$ cat config.mk
export PLATFORM = sky130hd
export DESIGN_NAME = base64_stream_encoder
export DESIGN_NICKNAME = d
export VERILOG_FILES = /design/src/rtl/core/b64enc_pkg.sv /design/src/rtl/core/b64enc_front.sv /design/src/rtl/core/b64enc_queue.sv /design/src/rtl/core/b64enc_back.sv /design/src/rtl/core/base64_stream_encoder.sv
export SDC_FILE = /design/constraint.sdc
export NUM_CORES = 1
export LEC_CHECK = 0
export BUFFER_PORTS_ARGS = -buffer_cell sky130_fd_sc_hd__buf_2
export CAP_MARGIN = 10
export CORE_MARGIN = 2
export CORE_UTILIZATION = 55
export CTS_CLUSTER_SIZE = 12
export DETAILED_ROUTE_END_ITERATION = 8
export HOLD_SLACK_MARGIN = 0.02
export PLACE_DENSITY = 0.87
export SLEW_MARGIN = 10
export SYNTH_ARGS = -nofsm -noshare
export SYNTH_HDL_FRONTEND = slang
export SYNTH_SLANG_ARGS = --single-unit
$ cat constraint.sdc
create_clock -name clk_i -period 3.4 [get_ports clk_i]
set_input_delay 0.17 -clock clk_i [delete_from_list [all_inputs] [get_ports clk_i]]
set_output_delay 0.17 -clock clk_i [all_outputs]
set_load 0.02 [all_outputs]
$ cat src/rtl/core/b64enc_pkg.sv
// ============================================================================
// b64enc_pkg: shared types and constants for the Base64 stream encoder
// Holds the group descriptor that travels from the front end to the back
// end, the padding character and the alphabet lookup.
// ============================================================================
package b64enc_pkg;

  localparam int unsigned BYTE_W  = 8;
  localparam int unsigned GROUP_W = 24;
  localparam int unsigned SEXT_W  = 6;

  localparam logic [BYTE_W-1:0] PAD_CHAR = 8'h3D;   // '='
  localparam logic [1:0]        LAST_IDX = 2'd3;    // fourth character of a group

  // One encoded group as handed from the front end to the back end.
  typedef struct packed {
    logic [GROUP_W-1:0] bits;     // first byte in bits 23:16, zero filled
    logic [1:0]         pad_cnt;  // number of trailing '=' characters
    logic               last;     // group ends the message
  } b64enc_group_t;

  // Standard alphabet: A-Z, a-z, 0-9, '+', '/'.
  function automatic logic [BYTE_W-1:0] b64enc_char(input logic [SEXT_W-1:0] v);
    logic [BYTE_W-1:0] ext;
    ext = {2'b00, v};
    if (v < 6'd26) begin
      b64enc_char = 8'(8'h41 + ext);
    end else if (v < 6'd52) begin
      b64enc_char = 8'(8'h61 + ext - 8'd26);
    end else if (v < 6'd62) begin
      b64enc_char = 8'(8'h30 + ext - 8'd52);
    end else if (v == 6'd62) begin
      b64enc_char = 8'h2B;
    end else begin
      b64enc_char = 8'h2F;
    end
  endfunction

endpackage

$ cat src/rtl/core/b64enc_front.sv
// ============================================================================
// b64enc_front: byte gathering front end
// Accepts raw bytes, holds up to two of them and pushes a complete or final
// group into the queue.
// ============================================================================
module b64enc_front (
  input  logic                          clk_i,
  input  logic                          rst_ni,
  input  logic                          in_valid_i,
  output logic                          in_ready_o,
  input  logic [7:0]                    in_byte_i,
  input  logic                          in_last_i,
  input  logic                          queue_full_i,
  output logic                          push_o,
  output b64enc_pkg::b64enc_group_t     push_group_o
);
  import b64enc_pkg::*;

  logic [1:0]  phase_q, phase_d;
  logic [15:0] held_q, held_d;
  logic        accept;

  assign in_ready_o = !queue_full_i;
  assign accept     = in_valid_i && !queue_full_i;

  always_comb begin
    phase_d      = phase_q;
    held_d       = held_q;
    push_o       = 1'b0;
    push_group_o = '{bits: '0, pad_cnt: 2'd0, last: in_last_i};
    if (accept) begin
      case (phase_q)
        2'd1: begin
          if (!in_last_i) begin
            held_d  = {held_q[15:8], in_byte_i};
            phase_d = 2'd2;
          end else begin
            push_o               = 1'b1;
            push_group_o.bits    = {held_q[15:8], in_byte_i, 8'h00};
            push_group_o.pad_cnt = 2'd1;
          end
        end
        2'd2: begin
          push_o               = 1'b1;
          push_group_o.bits    = {held_q, in_byte_i};
          push_group_o.pad_cnt = 2'd0;
        end
        default: begin
          // Start of a group; the unused phase code behaves the same way.
          if (!in_last_i) begin
            held_d  = {in_byte_i, 8'h00};
            phase_d = 2'd1;
          end else begin
            push_o               = 1'b1;
            push_group_o.bits    = {in_byte_i, 16'h0000};
            push_group_o.pad_cnt = 2'd2;
          end
        end
      endcase
      if (push_o) begin
        phase_d = 2'd0;
        held_d  = '0;
      end
    end
  end

  always_ff @(posedge clk_i or negedge rst_ni) begin
    if (!rst_ni) begin
      phase_q <= 2'd0;
      held_q  <= '0;
    end else begin
      phase_q <= phase_d;
      held_q  <= held_d;
    end
  end

endmodule

$ cat src/rtl/core/b64enc_queue.sv
// ============================================================================
// b64enc_queue: short group queue
// A small register queue of group descriptors between front and back end.
// ============================================================================
module b64enc_queue #(
  parameter int unsigned DEPTH = 2   // 2 to 16
) (
  input  logic                          clk_i,
  input  logic                          rst_ni,
  input  logic                          push_i,
  input  b64enc_pkg::b64enc_group_t     push_group_i,
  input  logic                          pop_i,
  output logic                          full_o,
  output logic                          empty_o,
  output b64enc_pkg::b64enc_group_t     head_o
);
  import b64enc_pkg::*;

  localparam int unsigned PTR_W = $clog2(DEPTH);
  localparam int unsigned CNT_W = $clog2(DEPTH + 1);
  localparam logic [PTR_W-1:0] PTR_MAX = PTR_W'(DEPTH - 1);

  b64enc_group_t    entry_q [DEPTH];
  logic [PTR_W-1:0] wr_ptr_q, rd_ptr_q;
  logic [CNT_W-1:0] count_q;

  assign full_o  = (count_q == CNT_W'(DEPTH));
  assign empty_o = (count_q == '0);
  assign head_o  = entry_q[rd_ptr_q];

  always_ff @(posedge clk_i) begin
    if (push_i) begin
      entry_q[wr_ptr_q] <= push_group_i;
    end
  end

  always_ff @(posedge clk_i or negedge rst_ni) begin
    if (!rst_ni) begin
      wr_ptr_q <= '0;
      rd_ptr_q <= '0;
      count_q  <= '0;
    end else begin
      if (push_i) begin
        wr_ptr_q <= (wr_ptr_q == PTR_MAX) ? '0 : PTR_W'(wr_ptr_q + 1'b1);
      end
      if (pop_i) begin
        rd_ptr_q <= (rd_ptr_q == PTR_MAX) ? '0 : PTR_W'(rd_ptr_q + 1'b1);
      end
      if (push_i && !pop_i) begin
        count_q <= CNT_W'(count_q + 1'b1);
      end else if (pop_i && !push_i) begin
        count_q <= CNT_W'(count_q - 1'b1);
      end
    end
  end

endmodule

$ cat src/rtl/core/b64enc_back.sv
// ============================================================================
// b64enc_back: character serializer back end
// Walks the head group one character a cycle into the output register if free.
// ============================================================================
module b64enc_back (
  input  logic                          clk_i,
  input  logic                          rst_ni,
  input  logic                          head_valid_i,
  input  b64enc_pkg::b64enc_group_t     head_i,
  output logic                          pop_o,
  output logic                          out_valid_o,
  input  logic                          out_ready_i,
  output logic [7:0]                    out_char_o,
  output logic                          out_last_o
);
  import b64enc_pkg::*;

  logic [1:0]        idx_q;
  logic              valid_q;
  logic [7:0]        char_q;
  logic              last_q;
  logic              load;
  logic [5:0]        sextet;
  logic [2:0]        pad_sum;
  logic [7:0]        next_char;

  assign load  = head_valid_i && (!valid_q || out_ready_i);
  assign pop_o = load && (idx_q == LAST_IDX);

  always_comb begin
    case (idx_q)
      2'd0:    sextet = head_i.bits[23:18];
      2'd1:    sextet = head_i.bits[17:12];
      2'd2:    sextet = head_i.bits[11:6];
      default: sextet = head_i.bits[5:0];
    endcase
    // Positions at or past four minus the pad count carry '='.
    pad_sum   = {1'b0, idx_q} + {1'b0, head_i.pad_cnt};
    next_char = (pad_sum > 3'd3) ? PAD_CHAR : b64enc_char(sextet);
  end

  always_ff @(posedge clk_i) begin
    if (load) begin
      char_q <= next_char;
      last_q <= head_i.last && (idx_q == LAST_IDX);
    end
  end

  always_ff @(posedge clk_i or negedge rst_ni) begin
    if (!rst_ni) begin
      idx_q   <= 2'd0;
      valid_q <= 1'b0;
    end else begin
      if (load) begin
        idx_q   <= 2'(idx_q + 1'b1);
        valid_q <= 1'b1;
      end else if (out_ready_i) begin
        valid_q <= 1'b0;
      end
    end
  end

  assign out_valid_o = valid_q;
  assign out_char_o  = char_q;
  assign out_last_o  = last_q;

endmodule

$ cat src/rtl/core/base64_stream_encoder.sv
// ============================================================================
// base64_stream_encoder: streaming Base64 encoder, standard alphabet
// Gathers raw bytes into groups of three and emits four characters per
// group, with zero fill and '=' padding on a final partial group.
// ============================================================================
//
//   Channel   Direction  tdata (low bit up)   tlast
//   s_axis    in         data_byte[7:0]       last_byte
//   m_axis    out        char_out[7:0]        last_char
//
// The result channel carries one character per cycle while the receiver
// takes them and groups are queued; a group of three bytes gives four
// characters, which the back-end serializer emits in turn. The first
// character of a group passes from the group queue into the output register
// after the transfer that closes the group. The input is stalled only when
// the group queue is full; a waiting character holds the serializer, which reloads in the cycle it is taken.
// Reset clears the group phase, queue pointers and output valid.
//
module base64_stream_encoder #(
  parameter int unsigned QUEUE_DEPTH = 2   // groups in flight, 2 to 16
) (
  input  logic       clk_i,
  input  logic       rst_ni,
  // Input byte stream
  input  logic       s_axis_tvalid,
  output logic       s_axis_tready,
  input  logic [7:0] s_axis_tdata,    // [7:0] data_byte
  input  logic       s_axis_tlast,    // last_byte
  // Output character stream
  output logic       m_axis_tvalid,
  input  logic       m_axis_tready,
  output logic [7:0] m_axis_tdata,    // [7:0] char_out
  output logic       m_axis_tlast     // last_char
);
  import b64enc_pkg::*;

  logic          push, pop, queue_full, queue_empty;
  b64enc_group_t push_group, head_group;

  // Front end: holds the first two bytes of a group and pushes a descriptor
  // when the third byte, or a final byte, arrives.
  b64enc_front u_front (
    .clk_i        (clk_i),
    .rst_ni       (rst_ni),
    .in_valid_i   (s_axis_tvalid),
    .in_ready_o   (s_axis_tready),
    .in_byte_i    (s_axis_tdata),
    .in_last_i    (s_axis_tlast),
    .queue_full_i (queue_full),
    .push_o       (push),
    .push_group_o (push_group)
  );

  // Queue of whole groups, so byte intake and character output stall apart.
  b64enc_queue #(
    .DEPTH (QUEUE_DEPTH)
  ) u_queue (
    .clk_i        (clk_i),
    .rst_ni       (rst_ni),
    .push_i       (push),
    .push_group_i (push_group),
    .pop_i        (pop),
    .full_o       (queue_full),
    .empty_o      (queue_empty),
    .head_o       (head_group)
  );

  // Back end: turns the head group into four characters, one per transfer.
  b64enc_back u_back (
    .clk_i        (clk_i),
    .rst_ni       (rst_ni),
    .head_valid_i (!queue_empty),
    .head_i       (head_group),
    .pop_o        (pop),
    .out_valid_o  (m_axis_tvalid),
    .out_ready_i  (m_axis_tready),
    .out_char_o   (m_axis_tdata),
    .out_last_o   (m_axis_tlast)
  );

  // The front end never pushes into a full queue.
  assert property (@(posedge clk_i) disable iff (!rst_ni) !(push && queue_full))
    else $error("group pushed into full queue");

  // The back end never retires a group that is not there.
  assert property (@(posedge clk_i) disable iff (!rst_ni) !(pop && queue_empty))
    else $error("group popped from empty queue");

  // Only the group that ends a message may carry padding.
  assert property (@(posedge clk_i) disable iff (!rst_ni)
    push |-> ((push_group.pad_cnt == 2'd0) || push_group.last))
    else $error("padded group without message end");

  // Every emitted character is from the alphabet or the pad character.
  assert property (@(posedge clk_i) disable iff (!rst_ni)
    m_axis_tvalid |-> ((m_axis_tdata >= 8'h41 && m_axis_tdata <= 8'h5A) ||
                       (m_axis_tdata >= 8'h61 && m_axis_tdata <= 8'h7A) ||
                       (m_axis_tdata >= 8'h30 && m_axis_tdata <= 8'h39) ||
                       (m_axis_tdata == 8'h2B) || (m_axis_tdata == 8'h2F) ||
                       (m_axis_tdata == PAD_CHAR)))
    else $error("character outside the alphabet");

endmodule

==> results.ini <==
[status]
outcome = finished, final reports clean

[routing]
drt_iter0_drc = 223
drc = 0
vias = 2767
drtAntennaViolNets = 0
drtPass1Iterations = 5
vias_per_cell = 5.963
routed_wl_mm = 8.236
wire_per_inst_um = 17.75

[pwr]
fin_total_pwr_mw = 4.631
peakVddDrop_uv = 545.1
comb_power_share_pct = 50.4
p_sw_mw = 1.937
pwr-share-seq_pct = 36.4
pwr-share-clk_pct = 13.2
sw_frac_of_total_pct = 41.84
intPower_mw = 2.693
power_leakage_nw = 1.810
power_density_nw_per_um2 = 1006

[synthesis]
syn-cell-area_um2 = 4199
yosys.cell_types.count = 46
ys_warn_count = 0
syn_avg_cell_area_um2 = 12.61
synth_ff_type = edfxtp_1
ys_async_sr_fraction_pct = 28.41
syn_inst = 333
synth_edf_count = 63
synth_seq_cells = 88
yosysSeqAreaShare_pct = 59.95
synth_fp_nets = 364

[floorplanning]
rows = 31
die_x_um = 91.38
dieHeight_um = 91.38
core-area_um2 = 7331
start_util_pct = 57.28
die-area_um2 = 8349
io_pins = 24

[setup_path]
timing.rr.end = u_back.out_char_o[2]$_SDFFCE_PN1P_
crit_type = reg2reg
start_kind = flip-flop
endpoint_kind = flip-flop
cp_data_arrival_time_ns = 3.18
reg2reg_slack_ns = 0.29
required_ns = 3.47
cp_max_fo = 10
rr_worst_depth = 11
reg2reg_from = u_back.idx_q[0]$_DFFE_PN0P_

[worst_hold_path]
holdPathStages = 2
hp-class = in2reg
min-delay-start = m_axis_tready
whs_endpoint = u_back.out_valid_o$_DFFE_PN0P_

[clock_tree]
htreeDepth = 3
numCtsBuffers = 9
clk_pin_slew_ns = 0.08
cts_buffer_depth = 2
cts_sinks = 88
post_cts_buffers = 0
cts-root-buf = clkbuf_8
cts_tree = built
clk_latency_ns = 0.35

[grt]
antenna_found_initial = 0
grt_usage_pct = 20.97
grt_pass1_wl_mm = 13.57
grt_start_max_net_pins = 28
grt_pass1_vias = 2684
grt.overflow.total = 0

[timing]
fin_crit_sh_pct = 91.55
setup_violations = 0
fin_skew_ns = 0.01438
hold_viol = 0
setup_tns_ns = 0
tightest_slew_ns = 0.9267
final.min_clock_period_ns = 3.113
drv_slew = 0
max_freq_mhz = 321.3
slew_headroom_pct = 37.71
hold_ws_ns = 0.03915
rsz0062_at_grt = no

[layout]
n_antenna_cell = 0
mostFrequentLayoutCells = edfxtp_1, nor2_1, dfrtp_1, buf_2, a22oi_1
areaGrowthSynthToFinish_pct = 9.595
fill_cells = 543
fin_cells = 464
drive_gt1_share_pct = 16.71
finalNetCount = 391
final_common_cell = edfxtp_1

[placement]
io_buffer_count = 23
dpl.cell_count = 447
dp_hpwl_mm = 6.030
gp_congestion = 0.8580

[job]
drv_cap = 0

## synthesized netlist by cell type (7+ instances only)
| master | count | area, um2 |
|---|---|---|
| a22o_1 | 16 | 140.1 |
| dfrtp_1 | 25 | 625.6 |
| ha_1 | 18 | 225.2 |
| and3_1 | 11 | 68.82 |
| a21oi_1 | 11 | 55.05 |
| a22oi_1 | 21 | 157.7 |
| nand2_1 | 20 | 75.07 |
| nand3_1 | 7 | 35.03 |
| inv_1 | 19 | 71.32 |
| clkbuf_1 | 7 | 26.28 |
| edfxtp_1 | 63 | 1892 |
| nor2_1 | 30 | 112.6 |
| o21ai_0 | 9 | 45.04 |
## per-stage QoR
stage	instance area (um2)	util, %	worst slack [ns]
6_report	4602	62.78	0.2873
5_1_grt	4602	62.78	0.05604
4_1_cts	4587	62.57	0.1333
3_5_place_dp	4412	60.18	0.1362
3_3_place_gp	4412	60.18	0.2989
2_1_floorplan	4204	-	0.3919
## kinds of logic (layout without fill, tap and decap cells)
logic type               Yosys count  after routing  share of synthesized area [%]
adder cells (fa/ha/maj)           18             18                          5.364
XOR/XNOR                           9              9                          1.877
flip-flops                        88             88                          59.95
AO/OA/AOI/OAI                     85             85                          16.30
AND/OR/NAND/NOR                   92             92                          10.55
multiplexers                       5              5                          1.847
buffers and inverters             36             68                          4.112
## power groups by stage
stage	registers (mW)	clock network (mW)	logic [mW]
2_1_floorplan	1.72	0	1.76
3_3_place_gp	1.69	0	2.22
3_5_place_dp	1.71	0	2.29
4_1_cts	1.68	0.624	2.30
5_1_grt	1.71	0.664	2.60
6_report	1.68	0.612	2.33
## how the worst max path moves through the flow
stage                                 from  slack (ns)                                 end
6_report       u_back.idx_q[0]$_DFFE_PN0P_        0.29  u_back.out_char_o[2]$_SDFFCE_PN1P_
3_5_place_dp   u_back.idx_q[0]$_DFFE_PN0P_        0.14  u_back.out_char_o[3]$_SDFFCE_PN1P_
5_1_grt        u_back.idx_q[0]$_DFFE_PN0P_        0.06  u_back.out_char_o[2]$_SDFFCE_PN1P_
2_1_floorplan  u_back.idx_q[0]$_DFFE_PN0P_        0.39  u_back.out_char_o[3]$_SDFFCE_PN1P_
4_1_cts        u_back.idx_q[0]$_DFFE_PN0P_        0.13  u_back.out_char_o[2]$_SDFFCE_PN1P_
3_3_place_gp   u_back.idx_q[0]$_DFFE_PN0P_        0.30  u_back.out_char_o[2]$_SDFFCE_PN1P_
## layout make-up
type / instances / area, um2 / area share (%)
well taps: 99 / 123.9 / 2.692
repair buffers: 32 / 185.2 / 4.024
flip-flops and latches: 88 / 2517 / 54.70
clock buffers: 11 / 131.4 / 2.855
multi-input cells: 209 / 1535 / 33.36
inverters: 20 / 75.07 / 1.631
clock inverters: 5 / 33.78 / 0.7341
## metal layers
layer / vias up / global-route usage (%) / part of all wire (%)
met5: - / 0 / 0
met4: 0 / 7.197 / 1.8
met3: 17 / 4.647 / 4.1
met1: 1347 / 27.24 / 43
li1: 1315 / - / -
met2: 88 / 35.00 / 51
## registers in the layout, indices dropped and copies added (netlist names)
signal	flops
u_back.idx_q	2
u_back.out_char_o	8
u_back.out_last_o	1
u_back.out_valid_o	1
u_front.held_q	16
u_front.phase_q	2
u_queue.count_q	2
u_queue.entry_q	54
u_queue.rd_ptr_q	1
u_queue.wr_ptr_q	1
## critical path, stage by stage (launching register included)
cell       delay, ns
dfrtp_1         0.44
inv_1           0.13
ha_2            0.27
a222oi_1        0.38
mux4_2          0.32
inv_1           0.05
ha_1            0.26
nand2b_1        0.21
a31oi_1         0.10
a21o_1          0.17
a2111oi_1       0.36
o21ai_0         0.14
## repair_timing
| item | in CTS | in global routing |
|---|---|---|
| endpoints found under the setup margin | 0 | 3 |
| hold buffers | 1 | 0 |
| hold endpoints to repair | 25 | 0 |
| gates resized for setup | 0 | 6 |
No activity file was read; power rests on OpenSTA's default activity.
